## src/rtl/sgli_pkg.sv

```systemverilog
// Shared types and constants for the short-gap linear interpolator.
// Used by the channel interfaces, the divider, the sequencer and the top level.
// No dependencies.
package sgli_pkg;

  // Coordinate and arithmetic widths
  localparam int COORD_W = 24;
  localparam int DIV_W   = COORD_W + 1;   // signed coordinate difference
  localparam int SUM_W   = COORD_W + 2;   // running interpolation sum
  localparam int CNT_W   = $clog2(DIV_W);  // divider step counter

  localparam int MAX_GAP_DEF = 3;

  // Kind of an emitted item
  typedef enum logic [1:0] {
    KIND_MISSING  = 2'd0,
    KIND_MEASURED = 2'd1,
    KIND_INTERP   = 2'd2
  } kind_t;

  // Sequencer states
  typedef enum logic [1:0] {
    ST_IDLE,
    ST_DIV_X,
    ST_DIV_Y,
    ST_EMIT
  } state_t;

  // One input item
  typedef struct packed {
    logic                      point_present;
    logic signed [COORD_W-1:0] pos_x;
    logic signed [COORD_W-1:0] pos_y;
    logic                      curve_end;
  } in_item_t;

  // One result item
  typedef struct packed {
    logic signed [COORD_W-1:0] x;
    logic signed [COORD_W-1:0] y;
    kind_t                     kind;
    logic                      run_last;
    logic                      pass_end;
  } result_t;

  // Divider request and response
  typedef struct packed {
    logic                    start;
    logic signed [DIV_W-1:0] dividend;
  } div_req_t;

  typedef struct packed {
    logic                    done;
    logic signed [DIV_W-1:0] quotient;
  } div_rsp_t;

endpackage

```

## src/rtl/sgli_in_if.sv

```systemverilog
// Input item channel: valid/ready handshake carrying one curve item.
// Depends on sgli_pkg for the coordinate width.
interface sgli_in_if;
  logic                               valid;
  logic                               ready;
  logic                               point_present;
  logic signed [sgli_pkg::COORD_W-1:0] pos_x;
  logic signed [sgli_pkg::COORD_W-1:0] pos_y;
  logic                               curve_end;

  modport source (output valid, point_present, pos_x, pos_y, curve_end, input ready);
  modport sink   (input valid, point_present, pos_x, pos_y, curve_end, output ready);
endinterface

```

## src/rtl/sgli_out_if.sv

```systemverilog
// Result item channel: valid/ready handshake carrying one emitted item.
// Depends on sgli_pkg for the coordinate width.
interface sgli_out_if;
  logic                               valid;
  logic                               ready;
  logic signed [sgli_pkg::COORD_W-1:0] out_x;
  logic signed [sgli_pkg::COORD_W-1:0] out_y;
  logic [1:0]                         item_kind;
  logic                               run_last;
  logic                               pass_end;

  modport source (output valid, out_x, out_y, item_kind, run_last, pass_end, input ready);
  modport sink   (input valid, out_x, out_y, item_kind, run_last, pass_end, output ready);
endinterface

```

## src/rtl/sgli_div.sv

```systemverilog
// Bit-serial restoring divider: signed difference by a small positive divisor,
// floor quotient and non-negative remainder. One quotient bit per cycle.
// Depends on sgli_pkg.
module sgli_div #(
  parameter int DEN_W = 3
) (
  input  logic                     clk,
  input  logic                     rst_n,
  input  sgli_pkg::div_req_t       req,
  input  logic [DEN_W-1:0]         den,
  output sgli_pkg::div_rsp_t       rsp,
  output logic [DEN_W-1:0]         rem
);

  localparam int DW = sgli_pkg::DIV_W;
  localparam int CW = sgli_pkg::CNT_W;

  logic              busy_r, busy_nxt;
  logic              fin_r, fin_nxt;
  logic [CW-1:0]     cnt_r, cnt_nxt;
  logic [DW-1:0]     num_r, num_nxt;
  logic [DW-1:0]     quo_r, quo_nxt;
  logic [DEN_W-1:0]  rem_r, rem_nxt;
  logic [DEN_W-1:0]  den_r, den_nxt;
  logic              neg_r, neg_nxt;

  logic [DEN_W:0]    trial;
  logic [DEN_W:0]    diff;
  logic              ge;
  logic [DW-1:0]     mag;

  // One restoring step and the load of a new division
  always_comb begin
    trial    = {rem_r, num_r[DW-1]};
    diff     = trial - {1'b0, den_r};
    ge       = (trial >= {1'b0, den_r});
    mag      = req.dividend[DW-1] ? DW'(-req.dividend) : DW'(req.dividend);
    busy_nxt = busy_r;
    fin_nxt  = 1'b0;
    cnt_nxt  = cnt_r;
    num_nxt  = num_r;
    quo_nxt  = quo_r;
    rem_nxt  = rem_r;
    den_nxt  = den_r;
    neg_nxt  = neg_r;
    if (req.start) begin
      busy_nxt = 1'b1;
      cnt_nxt  = '0;
      num_nxt  = mag;
      quo_nxt  = '0;
      rem_nxt  = '0;
      den_nxt  = den;
      neg_nxt  = req.dividend[DW-1];
    end else if (busy_r) begin
      num_nxt = {num_r[DW-2:0], 1'b0};
      quo_nxt = {quo_r[DW-2:0], ge};
      rem_nxt = ge ? diff[DEN_W-1:0] : trial[DEN_W-1:0];
      cnt_nxt = cnt_r + CW'(1);
      if (cnt_r == CW'(DW - 1)) begin
        busy_nxt = 1'b0;
        fin_nxt  = 1'b1;
      end
    end
  end

  always_ff @(posedge clk) begin
    if (!rst_n) begin
      busy_r <= 1'b0;
      fin_r  <= 1'b0;
      cnt_r  <= '0;
    end else begin
      busy_r <= busy_nxt;
      fin_r  <= fin_nxt;
      cnt_r  <= cnt_nxt;
    end
  end

  always_ff @(posedge clk) begin
    num_r <= num_nxt;
    quo_r <= quo_nxt;
    rem_r <= rem_nxt;
    den_r <= den_nxt;
    neg_r <= neg_nxt;
  end

  // Sign fix-up to floor semantics
  always_comb begin
    rsp.done = fin_r;
    if (neg_r && (rem_r != '0)) begin
      rsp.quotient = $signed(~quo_r);
      rem          = den_r - rem_r;
    end else if (neg_r) begin
      rsp.quotient = $signed(-quo_r);
      rem          = rem_r;
    end else begin
      rsp.quotient = $signed(quo_r);
      rem          = rem_r;
    end
  end

  a_no_start_busy: assert property (@(posedge clk) disable iff (!rst_n)
    req.start |-> !busy_r)
    else $error("divider started while busy");
  a_rem_below_den: assert property (@(posedge clk) disable iff (!rst_n)
    busy_r |-> rem_r < den_r)
    else $error("partial remainder not below divisor");
  a_fin_after_busy: assert property (@(posedge clk) disable iff (!rst_n)
    fin_r |-> $past(busy_r))
    else $error("divider finished without running");

endmodule

```

## src/rtl/sgli_ctrl.sv

```systemverilog
// Sequencer: keeps the anchor and the held gap, drives the shared divider and
// steps the interpolation one result per cycle while taken. Depends on sgli_pkg, sgli_div.
module sgli_ctrl #(
  parameter int MAX_GAP = sgli_pkg::MAX_GAP_DEF
) (
  input  logic                 clk,
  input  logic                 rst_n,
  input  logic                 in_valid,
  output logic                 in_ready,
  input  sgli_pkg::in_item_t   in_item,
  output logic                 res_valid,
  input  logic                 res_take,
  output sgli_pkg::result_t    res
);

  localparam int GAP_W = $clog2(MAX_GAP + 1);
  localparam int DEN_W = $clog2(MAX_GAP + 2);
  localparam int CW    = sgli_pkg::COORD_W;
  localparam int DW    = sgli_pkg::DIV_W;
  localparam int SW    = sgli_pkg::SUM_W;

  sgli_pkg::state_t state_r, state_nxt;
  logic signed [CW-1:0] anchor_x_r, anchor_x_nxt, anchor_y_r, anchor_y_nxt;
  logic                 anchor_valid_r, anchor_valid_nxt;
  logic [GAP_W-1:0]     held_r, held_nxt;
  logic                 ovf_r, ovf_nxt;
  logic signed [CW-1:0] cur_x_r, cur_x_nxt, cur_y_r, cur_y_nxt;
  logic signed [CW-1:0] fin_x_r, fin_x_nxt, fin_y_r, fin_y_nxt;
  logic signed [DW-1:0] dy_r, dy_nxt;
  logic signed [DW-1:0] qx_r, qx_nxt, qy_r, qy_nxt;
  logic [DEN_W-1:0]     rx_r, rx_nxt, ry_r, ry_nxt;
  logic [DEN_W-1:0]     racc_x_r, racc_x_nxt, racc_y_r, racc_y_nxt;
  logic [DEN_W-1:0]     den_r, den_nxt;
  logic [GAP_W-1:0]     pre_left_r, pre_left_nxt;
  sgli_pkg::kind_t      pre_kind_r, pre_kind_nxt, fin_kind_r, fin_kind_nxt;
  logic                 last_r, last_nxt;

  sgli_pkg::div_req_t   div_req;
  sgli_pkg::div_rsp_t   div_rsp;
  logic [DEN_W-1:0]     div_rem;

  logic [DEN_W:0]       rsum_x, rsum_y;
  logic                 cy_x, cy_y;
  logic [SW-1:0]        sum_x, sum_y;
  logic signed [DW-1:0] dx_in, dy_in;
  logic                 accept;

  // divisor taken from the next value so a start on accept sees the new gap
  sgli_div #(.DEN_W(DEN_W)) u_div (
    .clk   (clk),
    .rst_n (rst_n),
    .req   (div_req),
    .den   (den_nxt),
    .rsp   (div_rsp),
    .rem   (div_rem)
  );

  // Next interpolated point: add the step quotient and a carry from the remainder
  always_comb begin
    rsum_x = {1'b0, racc_x_r} + {1'b0, rx_r};
    rsum_y = {1'b0, racc_y_r} + {1'b0, ry_r};
    cy_x   = (rsum_x >= {1'b0, den_r});
    cy_y   = (rsum_y >= {1'b0, den_r});
    sum_x  = {{2{cur_x_r[CW-1]}}, cur_x_r} + {qx_r[DW-1], qx_r} + SW'(cy_x);
    sum_y  = {{2{cur_y_r[CW-1]}}, cur_y_r} + {qy_r[DW-1], qy_r} + SW'(cy_y);
    dx_in  = {in_item.pos_x[CW-1], in_item.pos_x} - {anchor_x_r[CW-1], anchor_x_r};
    dy_in  = {in_item.pos_y[CW-1], in_item.pos_y} - {anchor_y_r[CW-1], anchor_y_r};
  end

  // Next state and outputs
  always_comb begin
    state_nxt        = state_r;
    anchor_x_nxt     = anchor_x_r;
    anchor_y_nxt     = anchor_y_r;
    anchor_valid_nxt = anchor_valid_r;
    held_nxt         = held_r;
    ovf_nxt          = ovf_r;
    cur_x_nxt        = cur_x_r;
    cur_y_nxt        = cur_y_r;
    fin_x_nxt        = fin_x_r;
    fin_y_nxt        = fin_y_r;
    dy_nxt           = dy_r;
    qx_nxt           = qx_r;
    qy_nxt           = qy_r;
    rx_nxt           = rx_r;
    ry_nxt           = ry_r;
    racc_x_nxt       = racc_x_r;
    racc_y_nxt       = racc_y_r;
    den_nxt          = den_r;
    pre_left_nxt     = pre_left_r;
    pre_kind_nxt     = pre_kind_r;
    fin_kind_nxt     = fin_kind_r;
    last_nxt         = last_r;
    div_req.start    = 1'b0;
    div_req.dividend = dx_in;
    in_ready         = 1'b0;
    res_valid        = 1'b0;
    res.x            = '0;
    res.y            = '0;
    res.kind         = fin_kind_r;
    res.run_last     = 1'b0;
    res.pass_end     = 1'b0;
    accept           = 1'b0;

    case (state_r)
      sgli_pkg::ST_IDLE: begin
        in_ready = 1'b1;
        accept   = in_valid;
        if (accept) begin
          last_nxt     = in_item.curve_end;
          cur_x_nxt    = anchor_x_r;
          cur_y_nxt    = anchor_y_r;
          racc_x_nxt   = '0;
          racc_y_nxt   = '0;
          den_nxt      = DEN_W'(held_r) + DEN_W'(1'b1);
          fin_x_nxt    = '0;
          fin_y_nxt    = '0;
          pre_left_nxt = '0;
          fin_kind_nxt = sgli_pkg::KIND_MISSING;
          if (in_item.point_present) begin
            // Present point: fill the held run, then the point itself
            pre_left_nxt     = held_r;
            pre_kind_nxt     = sgli_pkg::KIND_INTERP;
            fin_kind_nxt     = sgli_pkg::KIND_MEASURED;
            fin_x_nxt        = in_item.pos_x;
            fin_y_nxt        = in_item.pos_y;
            anchor_x_nxt     = in_item.pos_x;
            anchor_y_nxt     = in_item.pos_y;
            anchor_valid_nxt = 1'b1;
            held_nxt         = '0;
            ovf_nxt          = 1'b0;
            dy_nxt           = dy_in;
            if (held_r != '0) begin
              div_req.start = 1'b1;
              state_nxt     = sgli_pkg::ST_DIV_X;
            end else begin
              state_nxt = sgli_pkg::ST_EMIT;
            end
          end else if (!anchor_valid_r || ovf_r) begin
            // No anchor, or run already too long: pass straight through
            state_nxt = sgli_pkg::ST_EMIT;
          end else if (in_item.curve_end || (held_r >= GAP_W'(MAX_GAP))) begin
            // Flush the held run as missing
            pre_left_nxt = held_r;
            pre_kind_nxt = sgli_pkg::KIND_MISSING;
            held_nxt     = '0;
            ovf_nxt      = 1'b1;
            state_nxt    = sgli_pkg::ST_EMIT;
          end else begin
            held_nxt = held_r + GAP_W'(1);
          end
          if (in_item.curve_end) begin
            anchor_x_nxt     = '0;
            anchor_y_nxt     = '0;
            anchor_valid_nxt = 1'b0;
            held_nxt         = '0;
            ovf_nxt          = 1'b0;
          end
        end
      end
      sgli_pkg::ST_DIV_X: begin
        if (div_rsp.done) begin
          qx_nxt           = div_rsp.quotient;
          rx_nxt           = div_rem;
          div_req.start    = 1'b1;
          div_req.dividend = dy_r;
          state_nxt        = sgli_pkg::ST_DIV_Y;
        end
      end
      sgli_pkg::ST_DIV_Y: begin
        if (div_rsp.done) begin
          qy_nxt    = div_rsp.quotient;
          ry_nxt    = div_rem;
          state_nxt = sgli_pkg::ST_EMIT;
        end
      end
      sgli_pkg::ST_EMIT: begin
        res_valid = 1'b1;
        if (pre_left_r != '0) begin
          res.kind = pre_kind_r;
          if (pre_kind_r == sgli_pkg::KIND_INTERP) begin
            res.x = sum_x[CW-1:0];
            res.y = sum_y[CW-1:0];
          end
          if (res_take) begin
            pre_left_nxt = pre_left_r - GAP_W'(1);
            cur_x_nxt    = sum_x[CW-1:0];
            cur_y_nxt    = sum_y[CW-1:0];
            racc_x_nxt   = cy_x ? DEN_W'(rsum_x - {1'b0, den_r}) : rsum_x[DEN_W-1:0];
            racc_y_nxt   = cy_y ? DEN_W'(rsum_y - {1'b0, den_r}) : rsum_y[DEN_W-1:0];
          end
        end else begin
          res.kind     = fin_kind_r;
          res.x        = fin_x_r;
          res.y        = fin_y_r;
          res.run_last = 1'b1;
          res.pass_end = last_r;
          if (res_take) begin
            state_nxt = sgli_pkg::ST_IDLE;
          end
        end
      end
      default: begin
        state_nxt = sgli_pkg::ST_IDLE;
      end
    endcase
  end

  always_ff @(posedge clk) begin
    if (!rst_n) begin
      state_r        <= sgli_pkg::ST_IDLE;
      anchor_x_r     <= '0;
      anchor_y_r     <= '0;
      anchor_valid_r <= 1'b0;
      held_r         <= '0;
      ovf_r          <= 1'b0;
      pre_left_r     <= '0;
    end else begin
      state_r        <= state_nxt;
      anchor_x_r     <= anchor_x_nxt;
      anchor_y_r     <= anchor_y_nxt;
      anchor_valid_r <= anchor_valid_nxt;
      held_r         <= held_nxt;
      ovf_r          <= ovf_nxt;
      pre_left_r     <= pre_left_nxt;
    end
  end

  always_ff @(posedge clk) begin
    cur_x_r    <= cur_x_nxt;
    cur_y_r    <= cur_y_nxt;
    fin_x_r    <= fin_x_nxt;
    fin_y_r    <= fin_y_nxt;
    dy_r       <= dy_nxt;
    qx_r       <= qx_nxt;
    qy_r       <= qy_nxt;
    rx_r       <= rx_nxt;
    ry_r       <= ry_nxt;
    racc_x_r   <= racc_x_nxt;
    racc_y_r   <= racc_y_nxt;
    den_r      <= den_nxt;
    pre_kind_r <= pre_kind_nxt;
    fin_kind_r <= fin_kind_nxt;
    last_r     <= last_nxt;
  end

  a_held_bounded: assert property (@(posedge clk) disable iff (!rst_n)
    held_r <= GAP_W'(MAX_GAP))
    else $error("held gap count above limit");
  a_ovf_no_held: assert property (@(posedge clk) disable iff (!rst_n)
    !(ovf_r && (held_r != '0)))
    else $error("overflow flagged while items are held");
  a_racc_bounded: assert property (@(posedge clk) disable iff (!rst_n)
    (state_r == sgli_pkg::ST_EMIT && pre_left_r != '0 && pre_kind_r == sgli_pkg::KIND_INTERP)
      |-> (racc_x_r < den_r) && (racc_y_r < den_r))
    else $error("interpolation remainder out of range");
  a_curve_end_clears: assert property (@(posedge clk) disable iff (!rst_n)
    (accept && in_item.curve_end) |=> !anchor_valid_r && (held_r == '0) && !ovf_r)
    else $error("curve end did not clear the gap state");

endmodule

```

## src/rtl/short_gap_linear_interpolator_top.sv

```systemverilog
// Sequence: a present point ending a gap of n items is accepted, then divided
// twice on the shared bit-serial divider (x then y), then gives n+1 results at
// one per cycle while the output takes them; other items skip the divider.
// Throughput: one item at a time; the next is taken once the last result is
// in the output register. Reset: synchronous, clears all control state.
module short_gap_linear_interpolator_top #(
  parameter int MAX_GAP = sgli_pkg::MAX_GAP_DEF
) (
  input  logic       clk,
  input  logic       rst_n,
  sgli_in_if.sink    in_items,
  sgli_out_if.source out_items
);

  sgli_pkg::in_item_t in_item;
  sgli_pkg::result_t  res;
  sgli_pkg::result_t  out_r;
  logic               res_valid;
  logic               res_take;
  logic               out_valid_r, out_valid_nxt;
  logic               in_ready;

  // Pack the input channel
  always_comb begin
    in_item.point_present = in_items.point_present;
    in_item.pos_x         = in_items.pos_x;
    in_item.pos_y         = in_items.pos_y;
    in_item.curve_end     = in_items.curve_end;
  end

  assign in_items.ready = in_ready;

  sgli_ctrl #(.MAX_GAP(MAX_GAP)) u_ctrl (
    .clk       (clk),
    .rst_n     (rst_n),
    .in_valid  (in_items.valid),
    .in_ready  (in_ready),
    .in_item   (in_item),
    .res_valid (res_valid),
    .res_take  (res_take),
    .res       (res)
  );

  // Output register: loads a new item whenever it is empty or being drained
  always_comb begin
    res_take      = res_valid && (!out_valid_r || out_items.ready);
    out_valid_nxt = out_valid_r;
    if (res_take) begin
      out_valid_nxt = 1'b1;
    end else if (out_items.ready) begin
      out_valid_nxt = 1'b0;
    end
  end

  always_ff @(posedge clk) begin
    if (!rst_n) begin
      out_valid_r <= 1'b0;
    end else begin
      out_valid_r <= out_valid_nxt;
    end
  end

  always_ff @(posedge clk) begin
    if (res_take) begin
      out_r <= res;
    end
  end

  assign out_items.valid     = out_valid_r;
  assign out_items.out_x     = out_r.x;
  assign out_items.out_y     = out_r.y;
  assign out_items.item_kind = out_r.kind;
  assign out_items.run_last  = out_r.run_last;
  assign out_items.pass_end  = out_r.pass_end;

  a_missing_zero: assert property (@(posedge clk) disable iff (!rst_n)
    (out_valid_r && out_r.kind == sgli_pkg::KIND_MISSING) |-> (out_r.x == '0) && (out_r.y == '0))
    else $error("missing item carries coordinates");
  a_pass_end_last: assert property (@(posedge clk) disable iff (!rst_n)
    (out_valid_r && out_r.pass_end) |-> out_r.run_last)
    else $error("pass end on an item that is not the last of its run");
  a_no_accept_busy: assert property (@(posedge clk) disable iff (!rst_n)
    (in_items.valid && in_ready) |=> !in_ready || !res_valid)
    else $error("sequencer ready while results pending");

endmodule
```

## src/flat_wrapper.sv

```systemverilog
// flat-port wrapper written by rule: the top's interface ports become plain ports
module short_gap_linear_interpolator_top_flat 
#(
  parameter int MAX_GAP = sgli_pkg::MAX_GAP_DEF
)
  (clk, rst_n, in_items_valid, in_items_point_present, in_items_pos_x, in_items_pos_y, in_items_curve_end, in_items_ready, out_items_valid, out_items_out_x, out_items_out_y, out_items_item_kind, out_items_run_last, out_items_pass_end, out_items_ready);
  sgli_in_if in_items_i ();
  sgli_out_if out_items_i ();
  input  logic clk;
  input  logic rst_n;
  input wire logic [$bits(in_items_i.valid)-1:0] in_items_valid;
  input wire logic [$bits(in_items_i.point_present)-1:0] in_items_point_present;
  input wire logic [$bits(in_items_i.pos_x)-1:0] in_items_pos_x;
  input wire logic [$bits(in_items_i.pos_y)-1:0] in_items_pos_y;
  input wire logic [$bits(in_items_i.curve_end)-1:0] in_items_curve_end;
  output wire logic [$bits(in_items_i.ready)-1:0] in_items_ready;
  output wire logic [$bits(out_items_i.valid)-1:0] out_items_valid;
  output wire logic [$bits(out_items_i.out_x)-1:0] out_items_out_x;
  output wire logic [$bits(out_items_i.out_y)-1:0] out_items_out_y;
  output wire logic [$bits(out_items_i.item_kind)-1:0] out_items_item_kind;
  output wire logic [$bits(out_items_i.run_last)-1:0] out_items_run_last;
  output wire logic [$bits(out_items_i.pass_end)-1:0] out_items_pass_end;
  input wire logic [$bits(out_items_i.ready)-1:0] out_items_ready;
  assign in_items_i.valid = in_items_valid;
  assign in_items_i.point_present = in_items_point_present;
  assign in_items_i.pos_x = in_items_pos_x;
  assign in_items_i.pos_y = in_items_pos_y;
  assign in_items_i.curve_end = in_items_curve_end;
  assign in_items_ready = in_items_i.ready;
  assign out_items_valid = out_items_i.valid;
  assign out_items_out_x = out_items_i.out_x;
  assign out_items_out_y = out_items_i.out_y;
  assign out_items_item_kind = out_items_i.item_kind;
  assign out_items_run_last = out_items_i.run_last;
  assign out_items_pass_end = out_items_i.pass_end;
  assign out_items_i.ready = out_items_ready;
  short_gap_linear_interpolator_top #(.MAX_GAP(MAX_GAP)) u_core (.clk(clk), .rst_n(rst_n), .in_items(in_items_i), .out_items(out_items_i));
endmodule
```

## config.mk

```make
export PLATFORM = sky130hd
export DESIGN_NAME = short_gap_linear_interpolator_top_flat
export DESIGN_NICKNAME = d
export VERILOG_FILES = /design/src/rtl/sgli_pkg.sv /design/src/rtl/sgli_in_if.sv /design/src/rtl/sgli_out_if.sv /design/src/rtl/sgli_div.sv /design/src/rtl/sgli_ctrl.sv /design/src/rtl/short_gap_linear_interpolator_top.sv /design/src/flat_wrapper.sv
export SDC_FILE = /design/constraint.sdc
export NUM_CORES = 1
export LEC_CHECK = 0
export ABC_AREA = 1
export BUFFER_PORTS_ARGS = -buffer_cell sky130_fd_sc_hd__buf_2
export CAP_MARGIN = 20
export CORE_ASPECT_RATIO = 0.9
export CORE_MARGIN = 2
export CORE_UTILIZATION = 35
export DETAILED_ROUTE_END_ITERATION = 10
export PLACE_DENSITY_LB_ADDON = 0.05
export SLEW_MARGIN = 20
export SYNTH_ARGS = -nofsm -noshare
export SYNTH_HDL_FRONTEND = slang
export SYNTH_SLANG_ARGS = --single-unit
```

## constraint.sdc

```tcl
create_clock -name clk -period 11.3 [get_ports clk]
set_input_delay 1.13 -clock clk [delete_from_list [all_inputs] [get_ports clk]]
set_output_delay 1.13 -clock clk [all_outputs]
set_load 0.05 [all_outputs]
```

==> report_table.html <==
<table>
<tr><th>Metric</th><th>Value</th></tr>
<tr><th colspan="2">Min path</th></tr>
<tr><td>Instance count along the most critical hold path</td><td>2</td></tr>
<tr><td>Type of the worst min-delay path</td><td>flip-flop to flip-flop</td></tr>
<tr><th colspan="2">Placed design</th></tr>
<tr><td>Area after DPL</td><td>0.0217 mm²</td></tr>
<tr><td>Count of buffers from port buffering</td><td>107</td></tr>
<tr><td>Post-detailed-placement half-perimeter wirelength</td><td>49800 µm</td></tr>
<tr><td>Post-Place Cells</td><td>3167</td></tr>
<tr><td>Worst slack at placement</td><td>6.98 ns</td></tr>
<tr><td>Final RePlAce weighted congestion</td><td>0.872</td></tr>
<tr><th colspan="2">Timing</th></tr>
<tr><td>Worst Skew</td><td>0.0279 ns</td></tr>
<tr><td>Actual slew at the worst max-slew pin</td><td>0.891 ns</td></tr>
<tr><td>Post-layout min period</td><td>4.31 ns</td></tr>
<tr><td>Worst path setup slack after routing</td><td>6.99 ns</td></tr>
<tr><td>Tightest slew margin relative to the limit</td><td>0.406</td></tr>
<tr><td>Number of hold-slack violations in the final timing report</td><td>0</td></tr>
<tr><td>Max Clock Freq</td><td>232 MHz</td></tr>
<tr><td>Total of endpoints with negative setup slack in the final report</td><td>0</td></tr>
<tr><td>Hold WS</td><td>0.453 ns</td></tr>
<tr><td>Setup TNS</td><td>0 ns</td></tr>
<tr><td>RSZ-0062 raised after global routing</td><td>no</td></tr>
<tr><td>Final Max Slew Viols</td><td>0</td></tr>
<tr><td>Fin crit share</td><td>0.381</td></tr>
<tr><th colspan="2">Setup path</th></tr>
<tr><td>Startpoint type of the worst setup path</td><td>flip-flop</td></tr>
<tr><td>Worst Reg2Reg Path Length in Cells</td><td>18</td></tr>
<tr><td>Category of the worst setup path capture point</td><td>flip-flop</td></tr>
<tr><td>Critical path cell sequence</td><td>ha_1, fa_1, fa_1, a21oi_1, nor2_1, nor3_1, fa_1, fa_1, inv_1, nand3_1, nand3_1, a21oi_1, o21bai_1, a21boi_1, inv_1, or2_1, nand3_1, o21ai_0</td></tr>
<tr><td>Count of buffer and inverter cells on the critical path</td><td>2</td></tr>
<tr><td>Worst setup path class</td><td>flip-flop to flip-flop</td></tr>
<tr><td>Critical Path Stages</td><td>18</td></tr>
<tr><td>Highest fanout seen on the critical path</td><td>3</td></tr>
<tr><td>Slowest stage delay, CP</td><td>0.51 ns</td></tr>
<tr><td>R2r setup slk</td><td>6.99 ns</td></tr>
<tr><td>Arrival @ worst endpoint</td><td>4.63 ns</td></tr>
<tr><td>Critical Path Most Common Cell</td><td>fa_1</td></tr>
<tr><td>Top cell family by delay on the critical path</td><td>adder cells</td></tr>
<tr><td>Crit-path slowest cell</td><td>fa_1</td></tr>
<tr><td>Required time at the worst-slack endpoint</td><td>11.62 ns</td></tr>
<tr><th colspan="2">Run status</th></tr>
<tr><td>Outcome</td><td>completed</td></tr>
<tr><th colspan="2">Synthesis</th></tr>
<tr><td>Summed instance area of the synthesized netlist</td><td>0.0203 mm²</td></tr>
<tr><td>Most used flip-flop cell after synthesis</td><td>edfxtp_1</td></tr>
<tr><td>Mean instance size in the synthesized netlist</td><td>8.67 µm²</td></tr>
<tr><td>Number of flops mapped to enable cells by yosys</td><td>265</td></tr>
<tr><td>Yosys cell types</td><td>54</td></tr>
<tr><td>Cells after synthesis</td><td>2345</td></tr>
<tr><td>Portion of the post-synthesis area used by sequential elements</td><td>0.484</td></tr>
<tr><td>Number of warnings printed during yosys synthesis</td><td>0</td></tr>
<tr><td>Async SR Flop Fraction</td><td>0</td></tr>
<tr><td>Synthesized Nets</td><td>2532</td></tr>
<tr><td>Synthesized flop and latch total</td><td>359</td></tr>
<tr><th colspan="2">Power</th></tr>
<tr><td>IR Drop Worst-Case VDD</td><td>0.000145 V</td></tr>
<tr><td>Leakage component of the power</td><td>9.86 nW</td></tr>
<tr><td>PnR Total Power</td><td>5.23 mW</td></tr>
<tr><td>Power density relative to cell area</td><td>226 mW/mm²</td></tr>
<tr><th colspan="2">Global routing</th></tr>
<tr><td>Pin count of the biggest net entering global routing</td><td>59</td></tr>
<tr><td>Overflow after GRT</td><td>0</td></tr>
<tr><td>Initial antenna violation count</td><td>5</td></tr>
<tr><td>Vias in the first global route</td><td>15.7k</td></tr>
<tr><td>Global-route wire length before repair</td><td>96900 µm</td></tr>
<tr><td>Global Route Usage Sum</td><td>0.215</td></tr>
<tr><th colspan="2">Routing</th></tr>
<tr><td>Per-cell via count in the routed design</td><td>5.02</td></tr>
<tr><td>First-iteration detailed-routing DRC count</td><td>1437</td></tr>
<tr><td>Post-route DRC violation count</td><td>0</td></tr>
<tr><td>Average wire per standard cell</td><td>19.9 µm</td></tr>
<tr><td>Pre-Repair DR Iteration Count</td><td>7</td></tr>
<tr><td>Overall routed net length</td><td>64600 µm</td></tr>
<tr><td>DRT antenna net count</td><td>0</td></tr>
<tr><td>Via Count</td><td>16.3k</td></tr>
<tr><th colspan="2">Cells and area</th></tr>
<tr><td>Fill cells</td><td>5799</td></tr>
<tr><td>Sequential cell area</td><td>0.00984 mm²</td></tr>
<tr><td>Share of the core filled with cells</td><td>0.404</td></tr>
<tr><td>Biggest registers after layout</td><td>u_core.u_ctrl.dy_r: 25 flops, u_core.u_ctrl.u_div.num_r: 25 flops</td></tr>
<tr><td>Highest-count cells in the layout ignoring fill and taps</td><td>nand2_1, inv_1, edfxtp_1</td></tr>
<tr><td>Multi-input combinational cell area</td><td>0.00900 mm²</td></tr>
<tr><td>Share of final-layout standard cells stronger than drive strength 1</td><td>0.0970</td></tr>
<tr><td>Ant. Diodes</td><td>0</td></tr>
<tr><td>Final instance area</td><td>0.0231 mm²</td></tr>
<tr><td>Most common cell after layout, fill and taps aside</td><td>nand2_1</td></tr>
<tr><td>Final cell count without fillers</td><td>3249</td></tr>
<tr><td>Layout overhead on the synthesized area</td><td>13.7%</td></tr>
<tr><td>Final-stage net count</td><td>2636</td></tr>
<tr><th colspan="2">Clock tree</th></tr>
<tr><td>Post-CTS Setup Repair Bufs</td><td>0</td></tr>
<tr><td>Clock latency on the worst-skew pair</td><td>0.59 ns</td></tr>
<tr><td>Maximum root-to-sink buffer count</td><td>3</td></tr>
<tr><td>Buffer cell driving the clock tree root</td><td>clkbuf_16</td></tr>
<tr><td>Total CTS buffers</td><td>43</td></tr>
<tr><td>Number of hold-repair buffers added at the cts stage</td><td>0</td></tr>
<tr><td>H-tree levels</td><td>2</td></tr>
<tr><td>Post-CTS resize count</td><td>0</td></tr>
<tr><td>Clock transition at the registers of the reported paths</td><td>0.06 ns</td></tr>
<tr><td>TritonCTS sink count</td><td>359</td></tr>
<tr><td>Clock tree from TritonCTS</td><td>built</td></tr>
<tr><th colspan="2">Die</th></tr>
<tr><td>Die Width</td><td>258 µm</td></tr>
<tr><td>Number of top-level pins</td><td>108</td></tr>
<tr><td>Die height</td><td>233 µm</td></tr>
<tr><td>Floorplan Core Area</td><td>0.0572 mm²</td></tr>
<tr><td># rows</td><td>83</td></tr>
<tr><td>Total die area</td><td>0.0600 mm²</td></tr>
<tr><td>Initial Util</td><td>0.355</td></tr>
<tr><th colspan="2">Run</th></tr>
<tr><td>Max-Cap Viols</td><td>0</td></tr>
</table>
cell type report:
class                           count  share of cell area
Tap cell                          765              0.0414
Timing Repair Buffer              122              0.0298
Inverter                          344              0.0558
Clock buffer                       59              0.0523
Multi-Input combinational cell   1579               0.389
Clock inverter                     21             0.00644
Sequential cell                   359               0.425
per-layer routing:
layer / routed length [µm] / global-route usage / vias to the layer above
li1: - / - / 8102
met1: 32600 / 0.327 / 7787
met2: 27300 / 0.319 / 352
met3: 3270 / 0.0269 / 76
met4: 1400 / 0.0560 / 2
met5: 13 / 0 / -
final timing paths:
kind / start / end
max: u_core.u_ctrl.ry_r[0] / u_core.u_ctrl.cur_y_r[20]
min: u_core.u_ctrl.ovf_r / u_core.u_ctrl.ovf_r
min reg2reg: u_core.u_ctrl.ovf_r / u_core.u_ctrl.ovf_r
max reg2reg: u_core.u_ctrl.ry_r[0] / u_core.u_ctrl.cur_y_r[20]
synth_stat cells, types with 5 or more instances:
master,count,area (µm²)
inv_1,337,1260
nor2_1,109,409
edfxtp_1,265,7960
nor3_1,38,190
inv_2,5,18.8
a21oi_1,123,616
nand4_1,23,144
or2_2,21,131
clkbuf_1,54,203
o21bai_1,7,52.6
a211oi_1,7,52.6
xnor2_1,32,280
o21ai_1,11,55.1
nand3b_1,5,37.5
nand2_1,528,1980
nand3_2,5,50.1
nand3_1,162,811
dfxtp_1,94,1880
o31ai_1,6,45.0
o22ai_1,26,163
a21o_1,11,82.6
xor2_1,71,622
o21ai_0,208,1040
a31oi_1,8,50.1
ha_1,121,1510
fa_1,12,240
cells by family after synthesis:
logic type               after synthesis  share of synthesized area
adder cells (fa/ha/maj)              133                     0.0863
AO/OA/AOI/OAI                        432                      0.117
XOR/XNOR                             103                     0.0444
buffers and inverters                407                     0.0763
AND/OR/NAND/NOR                      911                      0.192
flip-flops                           359                      0.484
tightest hold or removal path: cells and delay by family, from the launching register on:
| family | cells | cell delay (ns) |
|---|---|---|
| buffers and inverters | 1 | 0.05 |
| flip-flops | 1 | 0.31 |
| AO/OA/AOI/OAI | 1 | 0.05 |
power by group:
group | switching, mW | total (mW) | internal, mW
Clock | 0.570 | 1.34 | 0.774
Combinational | 1.40 | 2.00 | 0.601
Sequential | 0.118 | 1.89 | 1.77
(Power assumes the default switching activity.)
